$ cat src/rtl/asmc_ram.sv
// Generic single-port-write, single-port-read RAM with registered read data.
// No dependencies.
module asmc_ram #(
  parameter int unsigned WIDTH = 8,
  parameter int unsigned DEPTH = 16,
  localparam int unsigned AW = (DEPTH > 1) ? $clog2(DEPTH) : 1
) (
  input  logic             clk_i,
  input  logic             we_i,
  input  logic [AW-1:0]    waddr_i,
  input  logic [WIDTH-1:0] wdata_i,
  input  logic             re_i,
  input  logic [AW-1:0]    raddr_i,
  output logic [WIDTH-1:0] rdata_o
);

  logic [WIDTH-1:0] mem [DEPTH];

  always_ff @(posedge clk_i) begin
    if (we_i) begin
      mem[waddr_i] <= wdata_i;
    end
    if (re_i) begin
      rdata_o <= mem[raddr_i];
    end
  end

endmodule

$ cat config.mk
export PLATFORM = sky130hd
export DESIGN_NAME = asmc_ram
export DESIGN_NICKNAME = d
export VERILOG_FILES = /design/src/rtl/asmc_ram.sv
export SDC_FILE = /design/constraint.sdc
export NUM_CORES = 1
export LEC_CHECK = 0
export ABC_AREA = 1
export BUFFER_PORTS_ARGS = -buffer_cell sky130_fd_sc_hd__buf_2
export CAP_MARGIN = 20
export CORE_MARGIN = 3
export CORE_UTILIZATION = 35
export DETAILED_ROUTE_END_ITERATION = 6
export PLACE_DENSITY = 0.51
export REMOVE_ABC_BUFFERS = 1
export SLEW_MARGIN = 20
export SYNTH_ARGS = -nofsm -noshare
export SYNTH_HDL_FRONTEND = slang
export SYNTH_SLANG_ARGS = --single-unit
export TNS_END_PERCENT = 100
$ cat constraint.sdc
create_clock -name clk_i -period 2.2 [get_ports clk_i]
set_input_delay 0.44 -clock clk_i [delete_from_list [all_inputs] [get_ports clk_i]]
set_output_delay 0.44 -clock clk_i [all_outputs]
set_load 0.01 [all_outputs]
==> results_dict.tcl <==
set metrics [dict create \
    synth_top_family_by_area "simple AND/OR/NAND/NOR gates" \
    fin_nets 614 \
    synth_area_leaders "edfxtp_1, nand2_1, nand3_1" \
    synth_seq_cells 136 \
    syn_area_per_cell_um2 10.6 \
    coreArea_um2 16100 \
    synth_xor_area_share_pct 0 \
    place.gp.congestion 0.767 \
    initialDrtViolationCount 294 \
    synth_common_cells "nand2_1, edfxtp_1, inv_1" \
    area_growth_pct 17.6 \
    dieArea_um2 18300 \
    postSynthCellCount 551 \
    synthArstFlopShare_pct 0 \
    crit_fanout 1 \
    drc 0 \
    cts_hold_buf 0 \
    synth_warnings 0 \
    outcome "finished, final reports clean" \
    clock_latency_ns 0.42 \
    yosysMostFrequentCell "nand2_1" \
    crit_arrival_ns 1.04 \
    p_leak_nw 2.95 \
    io_pins 27 \
    powerDensity_nw_per_um2 901 \
    numCtsBuffers 17 \
    fin_ws_ns 0.719 \
    end_kind "primary output" \
    numPortBuffers 26 \
    grt_pass1_vias 3719 \
    slowest_stage "edfxtp_1" \
    fin_tns_setup_ns 0 \
    max_slew.worst_pin.slew_ns 0.657 \
    ys_seq_area_share_pct 69.8 \
    path_cells "buf_2" \
    hp-class "input pin to flip-flop" \
    grtUsageTotal_pct 15.2 \
    finalMaxSlewViolations 0 \
    period_share_pct 67.3 \
    synth.area.mux_share_pct 0 \
    grt_setup_unrepaired "false" \
    grt_pass1_wl_um 20400 \
    cp_top_family "flip-flops" \
    vias 3772 \
    cts_resized 0 \
    clk_pin_slew_worst_paths_ns 0.06 \
    min_period_ns 1.48 \
    rrSetupSlack_ns 1.11 \
    fmax_mhz 675 \
    skew_ns 0.00647 \
    synth-edff-count 136 \
    dr.pass1.iters 4 \
    grt_overflow 0 \
    grt_max_degree 52 \
    clock_tree.htree_level_count 4 \
    antenna_found_initial 0 \
    fillers 1570 \
    wl_um 12800 \
    die_w_um 135 \
    peakVddDrop_uv 628 \
    start_util_pct 36.3 \
    n_antenna_cell 0 \
    synth_largest_type_area_fraction_pct 69.8 \
    worstPathRequired_ns 1.76 \
    clock-sinks 136 \
    synth_top_flop_cell "edfxtp_1" \
    post_synth_and_or_nand_nor_area_fraction_pct 20.8 \
    cts_root_buf "clkbuf_16" \
    syn_area_um2 5850 \
    setup_viol 0 \
    rows 46 \
    critical-path-max-stage-delay_ns 0.45 \
    hold_viol_final 0 \
    power.total_mw 6.20 \
    max_slew_margin_pct 56.1 \
    cts_tree "built" \
    whs_ns 0.399 \
    critPathLaunchType "flip-flop" \
    ant_nets 0 \
    drive_gt1_share_pct 13.3 \
    synth.largest_area_cell "edfxtp_1" \
    dp_hpwl_um 8360 \
    drv_cap 0 \
    cts_setup_buffers 0 \
    chipHeight_um 135 \
    synth_compound_area_share_pct 0 \
    clk_path_buf_depth 2 \
    synth_fa_ha_area_share_pct 0 \
    wl_per_cell_um 15.6 \
    viasPerCell 4.58 \
    criticalPathCategory "flip-flop to primary output" \
    place_ws_ns 0.427 \
    synth_cell_types 11 \
    cp.buffers_inverters 1 \
]
sequential cells by signal, indices dropped and copies added (netlist names):
name     flops
rdata_o      8
mem        128
cells in the final DEF, fill, tap and decap left out, drive strengths merged:
master      n
inv       102
bufinv      4
clkbuf     17
nand3      97
clkinvlp    3
edfxtp    136
nand2     173
nand3b      2
buf        49
clkinv      8
nor2       17
final cells by class:
type	instances	area (um^2)	area share [%]
sequential	136	4080	59.4
multi-input combinational	289	1210	17.7
clock buffer	17	425	6.19
inverter	102	383	5.57
timing repair buffer	49	315	4.59
tap	216	270	3.93
clock inverter	15	184	2.68
through the flow:
stage	instances	utilization, %	area (um^2)
3_5_place_dp	792	38.9	6270
3_3_place_gp	792	38.9	6270
5_1_grt	824	42.7	6880
4_1_cts	824	42.7	6880
6_report	824	42.7	6880
2_1_floorplan	527	-	5680
routing by layer:
layer	vias up	track usage, %	part of all wire [%]
met5	-	0	0
met4	0	6.55	2.4
met3	21	3.71	6.3
met2	105	24.5	48
met1	1781	19.6	43
li1	1865	-	-
cells by family (layout without fill, tap and decap cells):
kind of cell | after synthesis | in the layout
flops | 136 | 136
simple gates | 289 | 289
buf+inv | 126 | 183
worst paths after layout:
kind | start | endpoint | depth (start not counted)
max | rdata_o[3] | rdata_o[3] | 1
min | re_i | rdata_o[7] | 1
min reg2reg | mem[2][1] | rdata_o[1] | 6
max reg2reg | mem[14][5] | rdata_o[5] | 6
worst register-to-register path, cell delays in order (launching register included):
cell      delay, ns
edfxtp_1       0.37
inv_1          0.06
nand2_1        0.05
nand3_1        0.08
nand3_1        0.11
nand3_1        0.13
nand2_1        0.06
report_power, final:
part | switching, mW | total, mW | leakage [nW] | internal (mW)
sequential | 0.0186 | 2.94 | 1.24 | 2.92
clock | 1.04 | 2.92 | 0.293 | 1.87
combinational | 0.236 | 0.339 | 1.42 | 0.103
total | 1.30 | 6.20 | 2.95 | 4.90
Note: power is estimated with default switching activity, not from simulation.
