<file path="config.mk">
export PLATFORM = sky130hd
export DESIGN_NAME = asmc_entry_eval
export DESIGN_NICKNAME = d
export VERILOG_FILES = /design/src/rtl/asmc_pkg.sv /design/src/rtl/asmc_entry_eval.sv
export SDC_FILE = /design/constraint.sdc
export NUM_CORES = 1
export LEC_CHECK = 0
export BUFFER_PORTS_ARGS = -buffer_cell sky130_fd_sc_hd__clkbuf_2
export CORE_UTILIZATION = 35
export CTS_CLUSTER_DIAMETER = 40
export DETAILED_ROUTE_END_ITERATION = 10
export MAX_ROUTING_LAYER = met4
export PLACE_DENSITY = 0.53
export SYNTH_ARGS = -nofsm -noshare
export SYNTH_HDL_FRONTEND = slang
export SYNTH_SLANG_ARGS = --single-unit
</file>
<file path="constraint.sdc">
create_clock -name clk_i -period 2 [get_ports clk_i]
set_clock_uncertainty 0.2 [all_clocks]
set_input_delay 0.4 -clock clk_i [delete_from_list [all_inputs] [get_ports clk_i]]
set_output_delay 0.4 -clock clk_i [all_outputs]
set_load 0.05 [all_outputs]
</file>
<file path="src/rtl/asmc_pkg.sv">
// Shared types and constants of the swept box clip block.
// No dependencies; every other file of the block but asmc_ram uses this package.
package asmc_pkg;

  // Q16.16 signed coordinate
  typedef logic signed [31:0] coord_t;

  // Item commands
  localparam logic CMD_WRITE = 1'b0;
  localparam logic CMD_QUERY = 1'b1;

  // Move axis codes; the fourth code moves along nothing
  localparam logic [1:0] AXIS_X    = 2'd0;
  localparam logic [1:0] AXIS_Y    = 2'd1;
  localparam logic [1:0] AXIS_Z    = 2'd2;
  localparam logic [1:0] AXIS_NONE = 2'd3;

  // Configuration register indexes
  localparam int unsigned CFG_IDX_W = 2;
  localparam logic [CFG_IDX_W-1:0] CFG_OVERLAP    = 2'd0;
  localparam logic [CFG_IDX_W-1:0] CFG_TOUCH      = 2'd1;
  localparam logic [CFG_IDX_W-1:0] CFG_DOWN_TOUCH = 2'd2;

  // Register reset values (0.005, 0.002 and 0.5 in Q16.16)
  localparam logic [15:0] OVERLAP_RST    = 16'd328;
  localparam logic [15:0] TOUCH_RST      = 16'd131;
  localparam logic [16:0] DOWN_TOUCH_RST = 17'd32768;

  // Input item
  typedef struct packed {
    logic       cmd;
    logic [6:0] entry_index;
    logic       entry_active;
    coord_t     low_x;
    coord_t     low_y;
    coord_t     low_z;
    coord_t     high_x;
    coord_t     high_y;
    coord_t     high_z;
    logic [1:0] axis;
    coord_t     move_delta;
  } in_item_t;

  // Result item
  typedef struct packed {
    coord_t clipped_delta;
    logic   was_clipped;
  } out_item_t;

  // Configuration write
  typedef struct packed {
    logic [CFG_IDX_W-1:0] index;
    logic [31:0]          value;
  } cfg_item_t;

  // One obstacle entry as kept in the RAM
  typedef struct packed {
    logic   active;
    coord_t lo_x;
    coord_t lo_y;
    coord_t lo_z;
    coord_t hi_x;
    coord_t hi_y;
    coord_t hi_z;
  } entry_t;

  // Query context, fixed for the whole walk
  typedef struct packed {
    logic [1:0]  axis;
    logic [6:0]  skip;
    coord_t      mv_lo;   // moving box on the move axis
    coord_t      mv_hi;
    coord_t      s_lo;    // first side axis
    coord_t      s_hi;
    coord_t      t_lo;    // second side axis
    coord_t      t_hi;
    logic [15:0] om;
    logic [15:0] tm;
    logic [16:0] tn;
  } qctx_t;

  // Per-entry verdict handed to the delta update
  typedef struct packed {
    logic   vld;
    logic   usable;
    logic   pos_hit;
    logic   neg_hit;
    coord_t cpos;
    coord_t cneg;
  } eval_t;

  // Control states
  typedef enum logic [2:0] {
    ST_CLEAR,
    ST_IDLE,
    ST_WALK,
    ST_FLUSH,
    ST_DONE
  } state_e;

endpackage

</file>
<file path="src/rtl/asmc_entry_eval.sv">
// Per-entry test stage: side-axis overlap, face tests and saturated clip
// distances for one obstacle read from the RAM. Depends on asmc_pkg.
module asmc_entry_eval #(
  parameter int unsigned COORD_WIDTH = 32,
  parameter int unsigned IDX_W       = 6
) (
  input  logic               clk_i,
  input  logic               rst_ni,
  input  logic               rd_vld_i,
  input  logic [IDX_W-1:0]   rd_idx_i,
  input  asmc_pkg::entry_t   entry_i,
  input  asmc_pkg::qctx_t    ctx_i,
  output asmc_pkg::eval_t    eval_o
);
  import asmc_pkg::*;

  localparam int unsigned CMP_W = (IDX_W > 7) ? IDX_W : 7;
  // clip saturates to the narrower of the coordinate and output ranges
  localparam int unsigned SAT_W = (COORD_WIDTH < 32) ? COORD_WIDTH : 32;
  localparam logic signed [32:0] SAT_HI = (33'sd1 <<< (SAT_W - 1)) - 33'sd1;
  localparam logic signed [32:0] SAT_LO = -SAT_HI - 33'sd1;

  function automatic coord_t sat_clip(input logic signed [32:0] v);
    coord_t r;
    if (v > SAT_HI) begin
      r = SAT_HI[31:0];
    end else if (v < SAT_LO) begin
      r = SAT_LO[31:0];
    end else begin
      r = v[31:0];
    end
    return r;
  endfunction

  coord_t oa_lo, oa_hi, os_lo, os_hi, ot_lo, ot_hi;
  logic   axis_ok;

  // obstacle coordinates rotated into move / side order
  always_comb begin
    axis_ok = 1'b1;
    case (ctx_i.axis)
      AXIS_X: begin
        oa_lo = entry_i.lo_x; oa_hi = entry_i.hi_x;
        os_lo = entry_i.lo_y; os_hi = entry_i.hi_y;
        ot_lo = entry_i.lo_z; ot_hi = entry_i.hi_z;
      end
      AXIS_Y: begin
        oa_lo = entry_i.lo_y; oa_hi = entry_i.hi_y;
        os_lo = entry_i.lo_z; os_hi = entry_i.hi_z;
        ot_lo = entry_i.lo_x; ot_hi = entry_i.hi_x;
      end
      AXIS_Z: begin
        oa_lo = entry_i.lo_z; oa_hi = entry_i.hi_z;
        os_lo = entry_i.lo_x; os_hi = entry_i.hi_x;
        ot_lo = entry_i.lo_y; ot_hi = entry_i.hi_y;
      end
      default: begin
        axis_ok = 1'b0;
        oa_lo = entry_i.lo_x; oa_hi = entry_i.hi_x;
        os_lo = entry_i.lo_y; os_hi = entry_i.hi_y;
        ot_lo = entry_i.lo_z; ot_hi = entry_i.hi_z;
      end
    endcase
  end

  // exact margin sums, 34-bit signed
  logic signed [33:0] om_w, tm_w, tn_w;
  logic signed [33:0] s_lo_p, s_hi_m, t_lo_p, t_hi_m, oa_lo_p, oa_hi_m;
  logic signed [32:0] cpos_raw, cneg_raw;
  logic               side_ok, not_skip;

  assign om_w    = $signed(34'(ctx_i.om));
  assign tm_w    = $signed(34'(ctx_i.tm));
  assign tn_w    = $signed(34'(ctx_i.tn));
  assign s_lo_p  = 34'(ctx_i.s_lo) + om_w;
  assign s_hi_m  = 34'(ctx_i.s_hi) - om_w;
  assign t_lo_p  = 34'(ctx_i.t_lo) + om_w;
  assign t_hi_m  = 34'(ctx_i.t_hi) - om_w;
  assign oa_lo_p = 34'(oa_lo) + tm_w;
  assign oa_hi_m = 34'(oa_hi) - tn_w;

  assign side_ok = (s_lo_p < 34'(os_hi)) && (s_hi_m > 34'(os_lo)) &&
                   (t_lo_p < 34'(ot_hi)) && (t_hi_m > 34'(ot_lo));
  assign not_skip = CMP_W'(rd_idx_i) != CMP_W'(ctx_i.skip);

  // distances to the near and far faces
  assign cpos_raw = 33'(oa_lo) - 33'(ctx_i.mv_hi);
  assign cneg_raw = 33'(oa_hi) - 33'(ctx_i.mv_lo);

  logic vld_q;

  always_ff @(posedge clk_i or negedge rst_ni) begin
    if (!rst_ni) begin
      vld_q <= 1'b0;
    end else begin
      vld_q <= rd_vld_i;
    end
  end

  logic   usable_q, pos_hit_q, neg_hit_q;
  coord_t cpos_q, cneg_q;

  always_ff @(posedge clk_i) begin
    usable_q  <= entry_i.active && not_skip && axis_ok && side_ok;
    pos_hit_q <= 34'(ctx_i.mv_hi) <= oa_lo_p;
    neg_hit_q <= 34'(ctx_i.mv_lo) >= oa_hi_m;
    cpos_q    <= sat_clip(cpos_raw);
    cneg_q    <= sat_clip(cneg_raw);
  end

  assign eval_o.vld     = vld_q;
  assign eval_o.usable  = usable_q;
  assign eval_o.pos_hit = pos_hit_q;
  assign eval_o.neg_hit = neg_hit_q;
  assign eval_o.cpos    = cpos_q;
  assign eval_o.cneg    = cneg_q;

endmodule

</file>
==> run_results.csv, run 1 <==
group,metric,value,unit
floorplan,io_pins,520,
run_status,violations_in_the_final_reports,"negative setup slack",
routing,firstDrtPassIters,5,
final_layout,finish.net_count,4901,
setup_path,crit_top_cell,"sky130_fd_sc_hd__or4_4",
clock_tree,cts-root-buf,"sky130_fd_sc_hd__clkbuf_16",
global_route,grt_pass1_wl,145000,um
power_and_ir_drop,netSwitchingFraction,0.485,
sta,slew_violations,0,
synthesis,ys_dominant_reg_cell,"sky130_fd_sc_hd__dfxtp_1",
routing,drt_first_iter_violations,1545,
global_route,grt_start_max_net_pins,59,
setup_path,cp_cell_sequence,"clkbuf_8 -> inv_4 -> ha_4 -> or4_4 -> or4_4 -> or4_4 -> or4_4 -> or2_4 -> or3_4 -> o21bai_1 -> ha_1 -> nand2b_4 -> nand4b_1 -> a41oi_4 -> o311ai_2 -> a211oi_1 -> and3_1",
clock_tree,htreeDepth,3,
synthesis,synthDistinctLibCells,71,
power_and_ir_drop,cellPowerDensity,648,nW/um^2
global_route,gr_usage_total,0.344,
sta,period_minus_slack,4.66,ns
sta,fin_ws,-2.66,ns
routing,residual_drc_count,0,
synthesis,cell_area_synth,19000,sq um
synthesis,yosysWarningCount,0,
final_layout,final-instance-count-excl-fill,4805,
global_route,grt_overflow_total,0,
final_layout,most_common_library_cell_in_the_layout_ignoring_fill_and_taps,"sky130_fd_sc_hd__buf_4",
clock_tree,cts_inserted_buffers,9,
setup_path,critical_path.max_fanout,2,
routing,wl,96300,um
setup_path,critPathKind,"primary input to flip-flop",
floorplan,initial_standard_cell_utilization_of_the_core,0.357,
synthesis,async_reset_ff_frac,0.0147,
final_layout,layout.core_utilization,0.622,
synthesis,synth-seq-area-share,0.0720,
floorplan,row_count,84,
setup_path,timing.critical_path.buf_inv,2,
setup_path,timing.critical_path.required,2.10,ns
place,dp_hpwl,80800,um
routing,wl_per_cell,20.0,um
synthesis,instance_count_of_the_mapped_netlist,2588,
power_and_ir_drop,switchingPower,10.4,mW
setup_path,worstSetupEndpointType,"flip-flop",
setup_path,cp.arrival,4.77,ns
setup_path,cp_top_family,"simple AND/OR/NAND/NOR gates",
place,placement.io_buffers,519,
global_route,grt_pass1_vias,25900,
power_and_ir_drop,power.share.combinational,0.801,
sta,timing_worst_slew_pin_value,0.646,ns
floorplan,placeableCoreArea,53100,sq um
floorplan,die_y,235,um
synthesis,syn-num-nets,3408,
setup_path,start_kind,"primary input",
power_and_ir_drop,power.share.sequential,0.103,
routing,via_density_per_instance,5.41,
setup_path,crit_path_max_incr_delay,0.53,ns
synthesis,postSynthAreaPerCell,7.33,sq um
power_and_ir_drop,p_int,11.0,mW
place,total_instance_count_after_detailed_placement,4651,
floorplan,die_w,235,um
clock_tree,clk_pin_slew_worst_paths,0.07,ns
sta,timing_hold_violations_final,0,
power_and_ir_drop,clock_power_share,0.096,
power_and_ir_drop,max-vdd-ir-drop,1.18,mV
floorplan,design.die.area,55100,sq um
run_status,run_status,"complete, but fails checks",
power_and_ir_drop,report.power.total,21.4,mW
sta,setup_viol,67,
final_layout,post_route_cells_drive_above_1_share,0.470,
run,max_cap_violations,0,
sta,final_min_period_over_clock_period,2.33,
setup_path,worst_path_max_delay_cell,"sky130_fd_sc_hd__or4_4",
sta,slew_headroom,0.564,
routing,vias,26000,
place,place_congestion,0.990,
clock_tree,tritoncts_clock_tree,"done",
final_layout,most-common-layout-cells,"sky130_fd_sc_hd__buf_4, sky130_fd_sc_hd__clkbuf_2, sky130_fd_sc_hd__ha_1",
clock_tree,clock-sinks,68,
global_route,number_of_antenna_violations_at_the_first_check_in_global_routing,32,
power_and_ir_drop,cellLeakagePower,16.9,nW
sta,grt_setup_unrepaired,"yes",
clock_tree,clockBufferDepth,2,
synthesis,yosys_register_bits,68,
synthesis,synth_enable_flop_cells,0,
worst_hold_path,min_path_type,"primary input to asynchronous set/reset pin",
sta,fmaxAchievable,0.214,GHz
routing,route.antenna.remaining_nets,0,
final_layout,flow.area_growth_from_synthesis,74.1,%
## metal layers
metal  up-vias  share of wire  GRT usage
met4         0          0.041      0.125
met5         -              0          -
met3       161          0.052     0.0345
met2       813           0.47      0.572
li1      12800              -          -
met1     12200           0.44      0.431
## worst paths after layout
check | startpoint | to | slack (ns) | cells past startpoint
max in group asynchronous | rst_ni | vld_q | 1.34 | 2
min in group clk_i | ctx_i[209] | cneg_q[0] | 0.24 | 3
worst min-delay path | rst_ni | vld_q | 0.17 | 2
worst max-delay path | ctx_i[48] | usable_q | -2.66 | 17
## cell families after synthesis
family          share of synthesized area
fa+ha+maj                           0.247
flops                              0.0720
mux                               0.00165
xor+xnor                            0.103
compound gates                      0.359
simple gates                        0.159
buf+inv                            0.0588
## synth_stat cells (12+ instances only)
cell,instances,area share
sky130_fd_sc_hd__nor4_1,19,0.0063
sky130_fd_sc_hd__nand2b_1,33,0.011
sky130_fd_sc_hd__and3_1,22,0.0073
sky130_fd_sc_hd__xor2_1,99,0.046
sky130_fd_sc_hd__clkbuf_1,107,0.021
sky130_fd_sc_hd__a21oi_1,214,0.056
sky130_fd_sc_hd__o21bai_1,22,0.0087
sky130_fd_sc_hd__ha_1,360,0.24
sky130_fd_sc_hd__o21ai_0,301,0.079
sky130_fd_sc_hd__nor2_1,133,0.026
sky130_fd_sc_hd__inv_1,176,0.035
sky130_fd_sc_hd__a221o_1,139,0.073
sky130_fd_sc_hd__dfxtp_1,67,0.071
sky130_fd_sc_hd__nor3_1,40,0.011
sky130_fd_sc_hd__nand3_1,44,0.012
sky130_fd_sc_hd__nand2_1,169,0.033
sky130_fd_sc_hd__o211ai_1,12,0.0047
sky130_fd_sc_hd__a21o_1,112,0.044
sky130_fd_sc_hd__nor2b_1,34,0.011
sky130_fd_sc_hd__xnor2_1,124,0.057
sky130_fd_sc_hd__nand4_1,60,0.020
sky130_fd_sc_hd__o21a_1,31,0.012
sky130_fd_sc_hd__a211oi_1,18,0.0071
sky130_fd_sc_hd__a31oi_1,24,0.0079
sky130_fd_sc_hd__a22oi_1,56,0.022
## stage by stage
| stage | hold slack (ns) | worst slack (ns) | setup TNS (ns) | cell area (sq um) |
|---|---|---|---|---|
| 4_1_cts | 0.145 | -2.72 | -138.48 | 32000 |
| 5_1_grt | 0.168 | -2.82 | -146.96 | 33000 |
| 2_1_floorplan | -0.0956 | -3.40 | -175.93 | 19200 |
| 6_report | 0.173 | -2.66 | -138.48 | 33000 |
| 3_3_place_gp | -0.0250 | -3.57 | -191.94 | 29500 |
| 3_5_place_dp | -0.0241 | -3.60 | -197.09 | 29500 |
## flip-flops by register name (all words and copies together), names as in the netlist
register and cells:
cneg_q 32, cpos_q 32, neg_hit_q 1, pos_hit_q 1, usable_q 1, vld_q 1
## area by class of cell
cell class                      instances  area, sq um
Inverter                              176          672
Sequential cell                        68         1370
Clock buffer                            9          225
Clock inverter                          7          146
Antenna cell                           31         77.6
Fill cell                            4828        20100
Timing Repair Buffer                 1598        11400
Tap cell                              688          861
Multi-Input combinational cell       2228        18300
## power groups by stage
stage	clock network, mW	logic, mW	registers [mW]
after floorplan	0	6.35	4.47
after global placement	0	14.5	2.22
after detailed placement	0	14.7	2.24
after CTS	2.07	16.3	2.21
after global routing	2.11	18.4	2.25
final	2.05	17.1	2.21
## repair_timing
item / in CTS / in global routing
pin swaps: 116 / 117
gates resized for setup: 328 / 163
buffers inserted: 62 / 27
hold endpoints to repair: 2 / 0
endpoints found under the setup margin: 67 / 67
gates cloned: 16 / 4
hold buffers: 2 / 0
Power figures use the tool's default switching activity.
==> run 2, diff against run 1 <==
CORE_ASPECT_RATIO = 0.7   (was not set)
RECOVER_POWER = 50   (was not set)
==> run_results.csv, run 2 (same netlist as run 1, synthesis figures left out) <==
group,metric,value,unit
sta,timing_worst_slew_pin_value,0.752,ns
power_and_ir_drop,cellPowerDensity,647,nW/um^2
power_and_ir_drop,power.share.sequential,0.101,
floorplan,placeableCoreArea,52900,sq um
floorplan,design.die.area,55100,sq um
final_layout,flow.area_growth_from_synthesis,75.7,%
sta,grt_setup_unrepaired,"yes",
sta,fin_ws,-2.82,ns
global_route,grt_pass1_vias,26400,
sta,fmaxAchievable,0.208,GHz
routing,wl,102000,um
power_and_ir_drop,switchingPower,10.7,mW
sta,final_min_period_over_clock_period,2.41,
sta,setup_viol,67,
run,max_cap_violations,0,
routing,via_density_per_instance,5.61,
setup_path,critPathKind,"primary input to flip-flop",
run_status,violations_in_the_final_reports,"negative setup slack",
setup_path,timing.critical_path.required,2.12,ns
clock_tree,htreeDepth,3,
routing,residual_drc_count,0,
clock_tree,cts_inserted_buffers,9,
final_layout,multiInputGateArea,18400,sq um
final_layout,fill_cells,4768,
sta,slew_violations,0,
clock_tree,cts-root-buf,"sky130_fd_sc_hd__clkbuf_16",
routing,wl_per_cell,21.2,um
final_layout,post_route_cells_drive_above_1_share,0.464,
clock_tree,clockBufferDepth,2,
place,place_area,29400,sq um
final_layout,layout_top_registers,"cneg_q (32), cpos_q (32)",
setup_path,worstSetupEndpointType,"flip-flop",
setup_path,critical_path.max_fanout,2,
routing,vias,27100,
power_and_ir_drop,max-vdd-ir-drop,0.630,mV
sta,period_minus_slack,4.82,ns
sta,timing_hold_violations_final,0,
floorplan,initial_standard_cell_utilization_of_the_core,0.359,
global_route,gr_usage_total,0.361,
power_and_ir_drop,p_int,10.9,mW
power_and_ir_drop,clock_power_share,0.081,
setup_path,start_kind,"primary input",
final_layout,finish.net_count,4895,
clock_tree,tritoncts_clock_tree,"done",
final_layout,most-common-layout-cells,"sky130_fd_sc_hd__buf_4, sky130_fd_sc_hd__clkbuf_2, sky130_fd_sc_hd__ha_1",
global_route,grt_pass1_wl,150000,um
final_layout,ff_latch_area,1370,sq um
power_and_ir_drop,report.power.total,21.6,mW
floorplan,io_pins,520,
power_and_ir_drop,cellLeakagePower,16.8,nW
power_and_ir_drop,netSwitchingFraction,0.497,
sta,tns,-139.30,ns
sta,whs,0.196,ns
floorplan,die_w,280,um
sta,slew_headroom,0.494,
final_layout,design_area,33300,sq um
final_layout,most_common_library_cell_in_the_layout_ignoring_fill_and_taps,"sky130_fd_sc_hd__buf_4",
place,dp_hpwl,83900,um
routing,drt_first_iter_violations,1965,
global_route,grt_start_max_net_pins,46,
worst_hold_path,min_path_type,"primary input to asynchronous set/reset pin",
clock_tree,clock-sinks,68,
setup_path,cp.arrival,4.94,ns
power_and_ir_drop,power.share.combinational,0.818,
clock_tree,clk_pin_slew_worst_paths,0.09,ns
routing,firstDrtPassIters,5,
global_route,grt_overflow_total,0,
floorplan,die_y,197,um
global_route,number_of_antenna_violations_at_the_first_check_in_global_routing,21,
routing,route.antenna.remaining_nets,0,
run_status,run_status,"complete, but fails checks",
place,place_congestion,1.04,
place,placement.io_buffers,519,
floorplan,row_count,70,
-- run 2: changes by cell type in the layout (fill, tap and decap cells not counted), sizes merged --
cell      change
inv           -3
clkinv        +2
clkinvlp      +3
bufinv        -3
diode        -10
clkbuf        +6
buf          -11
-- run 2: metrics by stage --
step | utilization | instances | worst slack, ns
5_1_grt | 0.630 | 4821 | -2.90
3_5_place_dp | 0.555 | 4657 | -3.81
6_report | 0.630 | 4821 | -2.82
2_1_floorplan | - | 2588 | -3.40
4_1_cts | 0.598 | 4759 | -2.84
3_3_place_gp | 0.555 | 4657 | -3.77
-- run 2: final cells by class --
cell class                 count  share of cell area
multi-input combinational   2228               0.553
timing repair buffer        1592               0.348
sequential                    68              0.0410
tap                          720              0.0270
inverter                     176              0.0209
clock buffer                  10             0.00717
clock inverter                 6             0.00192
antenna                       21             0.00158
-- run 2: power by group through the flow --
stage          Clock (mW)  Combinational [mW]  Sequential (mW)
2_1_floorplan           0                6.35             4.47
3_3_place_gp            0                14.6             2.20
3_5_place_dp            0                14.8             2.22
4_1_cts              1.75                16.3             2.19
5_1_grt              1.82                18.8             2.24
6_report             1.75                17.6             2.18
-- run 2: worst max-delay path, cell delays in order --
cell and delay [ns]:
sky130_fd_sc_hd__buf_8 0.09, sky130_fd_sc_hd__inv_8 0.04, sky130_fd_sc_hd__ha_4 0.15, sky130_fd_sc_hd__or4_4 0.53, sky130_fd_sc_hd__or4_4 0.43, sky130_fd_sc_hd__or4_4 0.45
sky130_fd_sc_hd__or4_4 0.44, sky130_fd_sc_hd__or2_4 0.27, sky130_fd_sc_hd__or3_4 0.38, sky130_fd_sc_hd__o21bai_1 0.16, sky130_fd_sc_hd__ha_1 0.17, sky130_fd_sc_hd__nand2b_4 0.14
sky130_fd_sc_hd__nand4b_1 0.30, sky130_fd_sc_hd__a41oi_4 0.45, sky130_fd_sc_hd__o311ai_4 0.16, sky130_fd_sc_hd__a211oi_2 0.19, sky130_fd_sc_hd__and3_1 0.18
-- run 2: per-layer routing --
layer	wire length, um	vias up	track usage
met5	0	-	-
met4	1720	0	0.0599
met3	8380	105	0.0473
met2	46500	1096	0.588
met1	45700	13100	0.480
li1	-	12800	-
-- run 2: worst max path at each step --
stage	startpoint	endpoint	slack [ns]	cells after the start
final	ctx_i[48]	usable_q	-2.82	17
after global routing	ctx_i[34]	usable_q	-2.90	22
after CTS	ctx_i[48]	usable_q	-2.84	17
after detailed placement	ctx_i[48]	usable_q	-3.81	17
after global placement	ctx_i[48]	usable_q	-3.77	17
after floorplan	ctx_i[249]	neg_hit_q	-3.40	30
-- run 2: repair_timing --
action	4_1_cts	5_1_grt
gates cloned	11	11
buffers inserted	74	44
hold buffers	2	0
setup endpoints to repair	67	67
resized for setup	263	277
pin swaps	76	111
endpoints found under the hold margin	2	0
